**src/hsi_pkg.sv**
```systemverilog
// Shared types and constants for the RGB to HSI channel view pipeline.
package hsi_pkg;

  localparam logic [1:0] MODE_HUE = 2'd0;
  localparam logic [1:0] MODE_SAT = 2'd1;
  localparam logic [1:0] MODE_INT = 2'd2;

  localparam logic [9:0] INT_DEN = 10'd765;
  localparam logic [17:0] HUE_FULL = 18'd384;

  localparam int unsigned DivSteps = 9;

  // Three division lanes, one per output channel.
  typedef struct packed {
    logic [2:0][19:0] rem;
    logic [2:0][19:0] dsh;
    logic [2:0][8:0]  quo;
  } div_t;

endpackage

```
**src/rgb_to_hsi_channel_view.sv**
```systemverilog
// Top level of the RGB to HSI channel view: config register, setup stages, divider chain.
//
//   Channel  Direction  Width  Contents
//   s_*      in         24     red [7:0], green [15:8], blue [23:16]
//   m_*      out        32     out_red [8:0], out_green [17:9], out_blue [26:18]
//   cfg_*    in         2      display_mode
//
// One pixel request is taken every clock while m_tready does not stall the pipe; each
// result passes through three setup stages and nine one-bit divider stages.
// Reset clears every valid bit and sets display_mode to the hue view.
// Each stage holds its data while the next one is full and stalled, so a stall
// at m_tready backs up stage by stage and bubbles are squeezed out.
module rgb_to_hsi_channel_view (
  input  logic        clk,
  input  logic        rst,
  input  logic        s_tvalid,
  output logic        s_tready,
  input  logic [23:0] s_tdata,   // red, green, blue from bit 0 up
  output logic        m_tvalid,
  input  logic        m_tready,
  output logic [31:0] m_tdata,   // out_red, out_green, out_blue from bit 0 up, zero pad
  input  logic        cfg_valid,
  output logic        cfg_ready,
  input  logic [1:0]  cfg_data
);
  import hsi_pkg::*;

  logic [1:0] display_mode;

  logic [DivSteps:0] valid;
  logic [DivSteps:0] ready;
  div_t              data [DivSteps+1];

  // The mode register is sampled together with each pixel, so it travels down the
  // pipe with its request.
  assign cfg_ready = 1'b1;

  always_ff @(posedge clk) begin
    if (rst) begin
      display_mode <= MODE_HUE;
    end else if (cfg_valid) begin
      display_mode <= cfg_data;
    end
  end

  hsi_prep u_prep (
    .clk       (clk),
    .rst       (rst),
    .in_valid  (s_tvalid),
    .in_ready  (s_tready),
    .red       (s_tdata[7:0]),
    .green     (s_tdata[15:8]),
    .blue      (s_tdata[23:16]),
    .mode      (display_mode),
    .out_valid (valid[0]),
    .out_ready (ready[0]),
    .out_data  (data[0])
  );

  // Each stage resolves one quotient bit, most significant first.
  for (genvar k = 0; k < DivSteps; k++) begin : g_div
    hsi_div_stage u_stage (
      .clk       (clk),
      .rst       (rst),
      .in_valid  (valid[k]),
      .in_ready  (ready[k]),
      .in_data   (data[k]),
      .out_valid (valid[k+1]),
      .out_ready (ready[k+1]),
      .out_data  (data[k+1])
    );
  end

  // The last divider stage is the output register.
  assign ready[DivSteps] = m_tready;
  assign m_tvalid        = valid[DivSteps];
  assign m_tdata         = {5'b0, data[DivSteps].quo[2], data[DivSteps].quo[1],
                            data[DivSteps].quo[0]};

endmodule

```
**src/hsi_prep.sv**
```systemverilog
// Front stages: pixel register, minimum and sum, then numerator and divisor setup.
module hsi_prep (
  input  logic               clk,
  input  logic               rst,
  input  logic               in_valid,
  output logic               in_ready,
  input  logic [7:0]         red,
  input  logic [7:0]         green,
  input  logic [7:0]         blue,
  input  logic [1:0]         mode,
  output logic               out_valid,
  input  logic               out_ready,
  output hsi_pkg::div_t      out_data
);
  import hsi_pkg::*;

  logic       a_valid;
  logic [2:0][7:0] a_c;
  logic [1:0] a_mode;
  logic       a_ready;

  logic       b_valid;
  logic [2:0][7:0] b_diff;
  logic [9:0] b_sum;
  logic [1:0] b_mode;
  logic       b_ready;

  logic [7:0] a_min;
  logic [9:0] d0;
  div_t       c_next;

  assign a_ready  = !b_valid || b_ready;
  assign in_ready = !a_valid || a_ready;
  assign b_ready  = !out_valid || out_ready;

  always_ff @(posedge clk) begin
    if (rst) begin
      a_valid <= 1'b0;
    end else if (in_ready) begin
      a_valid <= in_valid;
    end
    if (in_ready && in_valid) begin
      a_c[0] <= red;
      a_c[1] <= green;
      a_c[2] <= blue;
      a_mode <= mode;
    end
  end

  always_comb begin
    a_min = a_c[0];
    if (a_c[1] < a_min) a_min = a_c[1];
    if (a_c[2] < a_min) a_min = a_c[2];
  end

  always_ff @(posedge clk) begin
    if (rst) begin
      b_valid <= 1'b0;
    end else if (a_ready) begin
      b_valid <= a_valid;
    end
    if (a_ready && a_valid) begin
      for (int i = 0; i < 3; i++) begin
        b_diff[i] <= a_c[i] - a_min;
      end
      b_sum  <= {2'b00, a_c[0]} + {2'b00, a_c[1]} + {2'b00, a_c[2]};
      b_mode <= a_mode;
    end
  end

  // The spread sum - 3*min is the sum of the per-channel distances to the minimum.
  assign d0 = {2'b00, b_diff[0]} + {2'b00, b_diff[1]} + {2'b00, b_diff[2]};

  always_comb begin
    logic [17:0] n;
    logic [9:0]  d;
    c_next = '0;
    for (int i = 0; i < 3; i++) begin
      n = '0;
      d = 10'd1;
      case (b_mode)
        MODE_HUE: begin
          if (d0 == 10'd0) begin
            n = (i == 0) ? HUE_FULL : 18'd0;
          end else begin
            n = {2'b00, b_diff[i], 8'b0} + {3'b000, b_diff[i], 7'b0};
            d = d0;
          end
        end
        MODE_SAT: begin
          if (b_sum != 10'd0) begin
            n = {d0, 8'b0};
            d = b_sum;
          end
        end
        default: begin
          n = {b_sum, 8'b0};
          d = INT_DEN;
        end
      endcase
      // Round to nearest, ties up: (2n + d) / (2d).
      c_next.rem[i] = {1'b0, n, 1'b0} + {10'b0, d};
      c_next.dsh[i] = {1'b0, d, 9'b0};
    end
  end

  always_ff @(posedge clk) begin
    if (rst) begin
      out_valid <= 1'b0;
    end else if (b_ready) begin
      out_valid <= b_valid;
    end
    if (b_ready && b_valid) begin
      out_data <= c_next;
    end
  end

endmodule

```
**src/hsi_div_stage.sv**
```systemverilog
// One restoring division step on three lanes, producing one quotient bit per lane.
module hsi_div_stage (
  input  logic          clk,
  input  logic          rst,
  input  logic          in_valid,
  output logic          in_ready,
  input  hsi_pkg::div_t in_data,
  output logic          out_valid,
  input  logic          out_ready,
  output hsi_pkg::div_t out_data
);
  import hsi_pkg::*;

  div_t step;

  assign in_ready = !out_valid || out_ready;

  // The divisor is held shifted to the top quotient bit; the remainder shifts left instead.
  always_comb begin
    logic        ge;
    logic [19:0] left;
    step = in_data;
    for (int i = 0; i < 3; i++) begin
      ge   = in_data.rem[i] >= in_data.dsh[i];
      left = ge ? (in_data.rem[i] - in_data.dsh[i]) : in_data.rem[i];
      step.rem[i] = {left[18:0], 1'b0};
      step.quo[i] = {in_data.quo[i][7:0], ge};
    end
  end

  always_ff @(posedge clk) begin
    if (rst) begin
      out_valid <= 1'b0;
    end else if (in_ready) begin
      out_valid <= in_valid;
    end
    if (in_ready && in_valid) begin
      out_data <= step;
    end
  end

endmodule
```
**config.mk**
```make
export PLATFORM = sky130hd
export DESIGN_NAME = rgb_to_hsi_channel_view
export DESIGN_NICKNAME = d
export VERILOG_FILES = /design/src/hsi_pkg.sv /design/src/rgb_to_hsi_channel_view.sv /design/src/hsi_prep.sv /design/src/hsi_div_stage.sv
export SDC_FILE = /design/constraint.sdc
export NUM_CORES = 1
export LEC_CHECK = 0
export BUFFER_PORTS_ARGS = -buffer_cell sky130_fd_sc_hd__buf_2
export CAP_MARGIN = 0
export CELL_PAD_IN_SITES_DETAIL_PLACEMENT = 1
export CELL_PAD_IN_SITES_GLOBAL_PLACEMENT = 2
export CORE_ASPECT_RATIO = 0.8
export CORE_MARGIN = 2
export CORE_UTILIZATION = 25
export CTS_BUF_LIST = sky130_fd_sc_hd__clkbuf_16
export DETAILED_ROUTE_END_ITERATION = 10
export PLACE_DENSITY_LB_ADDON = 0.1
export SKIP_LAST_GASP = 1
export SYNTH_ARGS = -nofsm -noshare
export SYNTH_HDL_FRONTEND = slang
export SYNTH_SLANG_ARGS = --single-unit
```
**constraint.sdc**
```tcl
create_clock -name clk -period 5.89 [get_ports clk]
set_clock_uncertainty 0.15 [all_clocks]
set_input_delay 0.589 -clock clk [delete_from_list [all_inputs] [get_ports clk]]
set_output_delay 0.589 -clock clk [all_outputs]
set_load 0.005 [all_outputs]
```
## Yosys cells after proc, flatten, opt, wreduce, memory -nomap -nowiden

Cells that the tools add are included.

- Register bits: 817
- Output and inout port bits: 35
- Logic and storage cells: 248
- Bits of input ports: 31
- Memories: 0
- Bits in latches: 0
- ROM bits: 0
- Memory bits (writable): 0

- Multiply operators: 0
- $add $sub $neg: 37
- Shift operators: 0
- $lt $le $gt $ge: 29
- Div/mod/pow operators: 0
- Eq/ne operators: 1
- Bitwise operators: 0
- Mux-type cells: 36
- Reductions and logical operators: 39

Operators with widths:

| operator | count |
|---|---|
| 20-bit by 19-bit greater-or-equal comparator with 1-bit output | 27 |
| 19-bit two-way mux | 24 |
| 19-bit subtractor | 24 |
| 18-bit one-hot mux with 2 select lines | 3 |
| 18-bit two-way mux | 4 |
| 19-bit by 10-bit adder with 20-bit output | 3 |
| 16-bit by 15-bit adder with 17-bit output | 3 |
| 8-bit subtractor | 3 |
| 10-bit by 8-bit adder with 10-bit output | 2 |
| 10-bit two-way mux | 2 |
| 10-bit one-hot mux with 2 select lines | 1 |
| 8-bit by 8-bit adder with 9-bit output | 2 |
| 8-bit less-than comparator | 2 |
| 8-bit two-way mux | 2 |
| 1-bit logical AND | 12 |
| 1-bit zero test | 12 |
| 1-bit logical OR | 12 |
| 10-bit zero test | 1 |
| 10-bit nonzero test | 1 |
| 2-bit by 1-bit equality test with 1-bit output, second input constant | 1 |
| 2-bit zero test | 1 |

## Logic depth before layout (Yosys ltp)

- Depth after elaboration: 14
- Gate-level depth with buffers: 27
- Depth with buffers taken out: 26

## Hierarchy

From an unflattened synthesis, not the netlist that was laid out.

- Cell total of the unflattened synthesis: 7719
- Area total of the unflattened synthesis: 88506.1 um^2

Modules (own cells, without submodules):

| module | area each (um^2) | cells an instance | seq. area each (um^2) | instances |
|---|---|---|---|---|
| hsi_div_stage (g_div[1].u_stage ...) | 8889.8 | 760 | 4344.2 | 7 |
| hsi_div_stage (g_div[0].u_stage ...) | 8633.3 | 768 | 4344.2 | 2 |
| hsi_prep | 8891.0 | 849 | 3303.2 | 1 |
| rgb_to_hsi_channel_view | 120.1 | 14 | 40.0 | 1 |

## Worst setup path before layout

No wires, ideal clock.

- Path kind: in2reg
- From: input m_tready
- To: register g_div[7].u_stage.out_data[0] (netlist name), enable pin
- Required time: 5.156 ns
- Setup slack: -0.186 ns
- Setup time: 0.584 ns
- Cell stages on the path: 2
- Data arrival time: 5.342 ns
- Path buffers: 0
- Cells stage by stage: nor2b_1 > a21boi_0

- Longest elaborated chain between the ends: 3

RTL lines:

| element | line | RTL |
|---|---|---|
| from (decl) | rgb_to_hsi_channel_view.sv:20 | `input logic m_tready,` |
| 1-bit logical OR (2 in series) | hsi_div_stage.sv:16 | `assign in_ready = !out_valid \|\| out_ready;` |
| 1-bit logical AND | hsi_div_stage.sv:37 | `if (in_ready && in_valid) begin` |
| to (signal assigned) | hsi_div_stage.sv:38 | `out_data <= step;` |
| to (decl) | hsi_div_stage.sv:10 | `output hsi_pkg::div_t out_data` |

Every way passes these cells.
A chain may end at the register's enable or synchronous reset.

## Worst setup path in the final report

- From: register u_prep.a_c[9] (netlist name)
- To: register u_prep.b_diff[7] (netlist name), data pin

- Longest elaborated chain between the ends: 5

RTL lines:

| element | line | RTL |
|---|---|---|
| from (decl) | hsi_prep.sv:18 | `logic [2:0][7:0] a_c;` |
| 8-bit less-than comparator | hsi_prep.sv:52 | `if (a_c[1] < a_min) a_min = a_c[1];` |
| 8-bit two-way mux (*) | hsi_prep.sv:52 |  |
| 8-bit less-than comparator | hsi_prep.sv:53 | `if (a_c[2] < a_min) a_min = a_c[2];` |
| 8-bit two-way mux (*) | hsi_prep.sv:53 |  |
| 8-bit subtractor (*) | hsi_prep.sv:64 | `b_diff[i] <= a_c[i] - a_min;` |
| to (signal, indexed assignment) | hsi_prep.sv:64 |  |
| to (decl) | hsi_prep.sv:23 | `logic [2:0][7:0] b_diff;` |

Every way passes the cells marked *; elsewhere a longest branch is shown, timed or not.

==> results.cfg <==
[die]
floorplan.die.height_microns = 342.1
die_area_sq_mm = 0.1459
floorplan.initialDensity_pct = 25.08
coreArea_sq_mm = 0.1424
fp-row-count = 124
pin_count = 66
die_width_microns = 426.6

[cells_and_area]
fin_nets = 3668
area_growth_pct = 15.90
layout-drive-gt1-share_pct = 12.47

[status]
outcome = finished, final reports clean

[detailed_routing]
met3_wirelength_microns = 3076
drt-met1-wl_microns = 57460
ant_nets = 0
maxUsedRoutingLayer = met4
route.met2.wl_microns = 48050
drt_first_pass_iters = 5
initialDrtViolationCount = 1122
vias = 23810
route.detailed.drc = 0
wire_per_inst_microns = 21.30
drt_wl_total_microns = 110700
detail_route.vias_per_cell = 4.580

[sta]
rsz0062_at_grt = true
max-slew-margin-rel_pct = 31.29
finalSetupTns_ns = 0
timing.final.hold_violations = 0
report.final.slew_viol_count = 0
worstMarginPinSlew_ns = 1.031
fmax_ghz = 0.1798
post-route-period-util_pct = 94.41
layout_min_cycle_time_ns = 5.561
finalSetupViolations = 0

[pwr]
comb_power_share_pct = 25.8
irDropWorstVdd_mv = 0.1705
clkPwrFrac_pct = 36.7
power.share.sequential_pct = 37.5
internal-power_mw = 8.962
post-layout-total-power_mw = 13.08
leakage_nw = 16.29
p_sw_share_pct = 31.49
power.density_mw_per_mm2 = 316.0
p_switching_mw = 4.119

[synth]
syn-instance-count = 3095
postSynthAreaPerCell_sq_um = 11.54
yosysWarnings = 0
synth-seq-cells = 580
synthArstFlopShare_pct = 0
synth_top_flop_cell = sky130_fd_sc_hd__edfxtp_1
post_synth_instance_area_sq_mm = 0.03572
synth_edf_count = 566
synth.yosys.seq_area_share_pct = 48.36
synth_cell_type_count = 92

[placed_design]
routabilityCongestion = 0.8041
port_buffers = 59
total_half_perimeter_wirelength_after_legalization_and_detailed_placement_microns = 87470

[global_route]
grt_pass1_wl_microns = 166900
grt-ovfl-total = 0
groute.usage.overall_pct = 15.29
grt_max_degree = 65
grt_pass1_vias = 25840
number_of_antenna_violations_at_the_first_check_in_global_routing = 4

[worst_setup_path]
crit_required_ns = 6.15
critical_path.most_common_cell = sky130_fd_sc_hd__ha_1
crit_path_cell_trace = ha_1, nor2b_1, o21a_1, o21a_1, o21ai_2, buf_4, a31oi_4, mux2i_2, ha_1, and3_1, a221o_1, a21oi_2, nand2_1, o21ai_4, buf_4, mux2_2, ha_1, a21o_1, a21oi_2, o21bai_2, a21o_1, a21oi_1, xnor2_1, xnor2_1
worstSetupStartpointType = register
rrSetupSlack_ns = 0.33
timing.critical_path.slowest_cell_delay_ns = 0.40
arrival_ns = 5.82
critical_path_class = reg -> reg
timing.critical_path.fanout_max = 5
critPathCaptureType = register
slowest_stage = sky130_fd_sc_hd__edfxtp_1

[clock_tree]
h_tree_levels = 3
path_clk_slew_ns = 0.06
tritoncts = built
clock_insertion_delay_worst_skew_ns = 0.67
number_of_buffers_created_by_cts = 75
root_buffer = sky130_fd_sc_hd__clkbuf_16
clock_sink_count = 580
clk_path_buf_depth = 3

[min_path]
min_path_type = in -> reg

[job]
cap_violations = 0
==> cells by family after synthesis <==
logic type | share of synthesized area [%]
AND/OR/NAND/NOR | 9.702
AO/OA/AOI/OAI | 12.89
flip-flops | 48.36
adder cells (fa/ha/maj) | 14.44
buffers and inverters | 3.968
XOR/XNOR | 5.222
multiplexers | 5.391
other | 0.02102
==> flip-flops by register name, indices dropped and copies added, names as in the netlist <==
name and cells:
u_prep.b_sum 10, display_mode 2, u_prep.b_valid 1, u_prep.b_mode 2, u_prep.out_valid 1, g_div.u_stage.out_valid 9, u_prep.a_valid 1, u_prep.a_c 24
u_prep.out_data 46, u_prep.a_mode 2, g_div.u_stage.out_data 458, u_prep.b_diff 24
==> what timing repair did <==
action,4_1_cts,5_1_grt
buffers inserted,0,3
resized for setup,1,19
setup endpoints to repair,2,20
hold endpoints to repair,27,0
pin swaps,0,4
hold buffers,27,0
==> metal layers <==
metal / GRT usage [%] / vias up
li1: - / 11600
met1: 22.59 / 11850
met2: 23.51 / 244
met3: 2.259 / 111
met4: 3.264 / 0
met5: 0 / -
==> worst paths after layout <==
kind | from | end | cells after the start
max | u_prep.a_c[9] | u_prep.b_diff[7] | 24
max reg2reg | u_prep.a_c[9] | u_prep.b_diff[7] | 24
min reg2reg | g_div[5].u_stage.out_data[13] | g_div[6].u_stage.out_data[14] | 0
min | cfg_valid | display_mode[1] | 3
==> synthesized netlist by cell type (4+ instances only) <==
master                      count  area share (%)
sky130_fd_sc_hd__edfxtp_1     566              48
sky130_fd_sc_hd__ha_1         353              12
sky130_fd_sc_hd__inv_1        272             2.9
sky130_fd_sc_hd__nand2_1      186             2.0
sky130_fd_sc_hd__nor2_1       185             1.9
sky130_fd_sc_hd__o21ai_0      176             2.5
sky130_fd_sc_hd__a21oi_1      165             2.3
sky130_fd_sc_hd__xnor2_1      131             3.2
sky130_fd_sc_hd__mux2_2       123             3.9
sky130_fd_sc_hd__a21o_1       122             2.6
sky130_fd_sc_hd__xor2_1        82             2.0
sky130_fd_sc_hd__nor2b_1       75             1.3
sky130_fd_sc_hd__mux2i_1       54             1.5
sky130_fd_sc_hd__nand2b_1      50            0.88
sky130_fd_sc_hd__a21boi_0      44            0.92
sky130_fd_sc_hd__nand3_1       43            0.60
sky130_fd_sc_hd__fa_1          37             2.1
sky130_fd_sc_hd__nand4_1       37            0.65
sky130_fd_sc_hd__o31ai_1       34            0.71
sky130_fd_sc_hd__buf_4         33            0.69
sky130_fd_sc_hd__and2_1        29            0.51
sky130_fd_sc_hd__o21bai_1      29            0.61
sky130_fd_sc_hd__nor3_1        24            0.34
sky130_fd_sc_hd__a211oi_1      20            0.42
sky130_fd_sc_hd__clkbuf_1      19            0.20
sky130_fd_sc_hd__and3_1        16            0.28
sky130_fd_sc_hd__dfxtp_1       14            0.78
sky130_fd_sc_hd__o21a_1        14            0.29
sky130_fd_sc_hd__nor4_1        12            0.21
sky130_fd_sc_hd__buf_2         11            0.15
sky130_fd_sc_hd__o211ai_1       8            0.17
sky130_fd_sc_hd__o31a_1         8            0.20
sky130_fd_sc_hd__a221oi_1       7            0.17
sky130_fd_sc_hd__a2111oi_0      6            0.15
sky130_fd_sc_hd__a211oi_2       6            0.21
sky130_fd_sc_hd__or2_2          6            0.11
sky130_fd_sc_hd__and4_1         5            0.12
sky130_fd_sc_hd__a21boi_1       4           0.084
sky130_fd_sc_hd__or3_1          4           0.070
==> layout by cell type, fill, tap and decap left out, drive strengths merged, types with 48 or more instances in the layout <==
| master | count |
|---|---|
| nor2b | 75 |
| clkbuf | 78 |
| a21o | 122 |
| nor2 | 188 |
| nand2b | 50 |
| o21ai | 180 |
| edfxtp | 566 |
| a21oi | 169 |
| xor2 | 82 |
| ha | 353 |
| buf | 110 |
| mux2i | 54 |
| mux2 | 123 |
| xnor2 | 131 |
| inv | 292 |
| a21boi | 48 |
| nand2 | 187 |
==> stage by stage <==
stage	instance area, sq um	std cells	worst slack [ns]	utilization (%)	hold slack (ns)
after floorplan	35740	3099	0.05218	-	0.2503
after global placement	38470	5030	0.05605	27.01	0.2541
after detailed placement	38470	5030	-0.02479	27.01	0.2556
after CTS	41280	5191	0.05170	28.98	0.002538
after global routing	41390	5194	-0.03966	29.06	0.04995
final	41400	5199	0.3293	29.07	0.07505
==> worst max-delay path: cells and delay by family, from the launching register on <==
| kind | cells | cell delay [ns] |
|---|---|---|
| AO/OA/AOI/OAI | 12 | 2.20 |
| AND/OR/NAND/NOR | 3 | 0.45 |
| adder cells (fa/ha/maj) | 3 | 0.92 |
| XOR/XNOR | 2 | 0.24 |
| multiplexers | 2 | 0.66 |
| flip-flops | 1 | 0.40 |
| buffers and inverters | 2 | 0.29 |
==> power by group through the flow <==
stage / combinational, mW / sequential [mW] / clock (mW)
after detailed placement: 3.35 / 5.00 / 0
after global placement: 3.31 / 5.00 / 0
after global routing: 3.77 / 4.92 / 5.15
after CTS: 3.38 / 4.91 / 5.02
final: 3.38 / 4.91 / 4.79
after floorplan: 2.33 / 4.91 / 0
==> area by class of cell <==
cell class	instances	area (sq um)
Tap cell	1890	2365
Antenna cell	5	12.51
Multi-Input combinational cell	2180	17230
Timing Repair Buffer	137	948.4
Inverter	273	1025
Sequential cell	580	17280
Clock inverter	56	589.3
Clock buffer	78	1952
Fill cell	15680	101000
(Power assumes the default switching activity.)
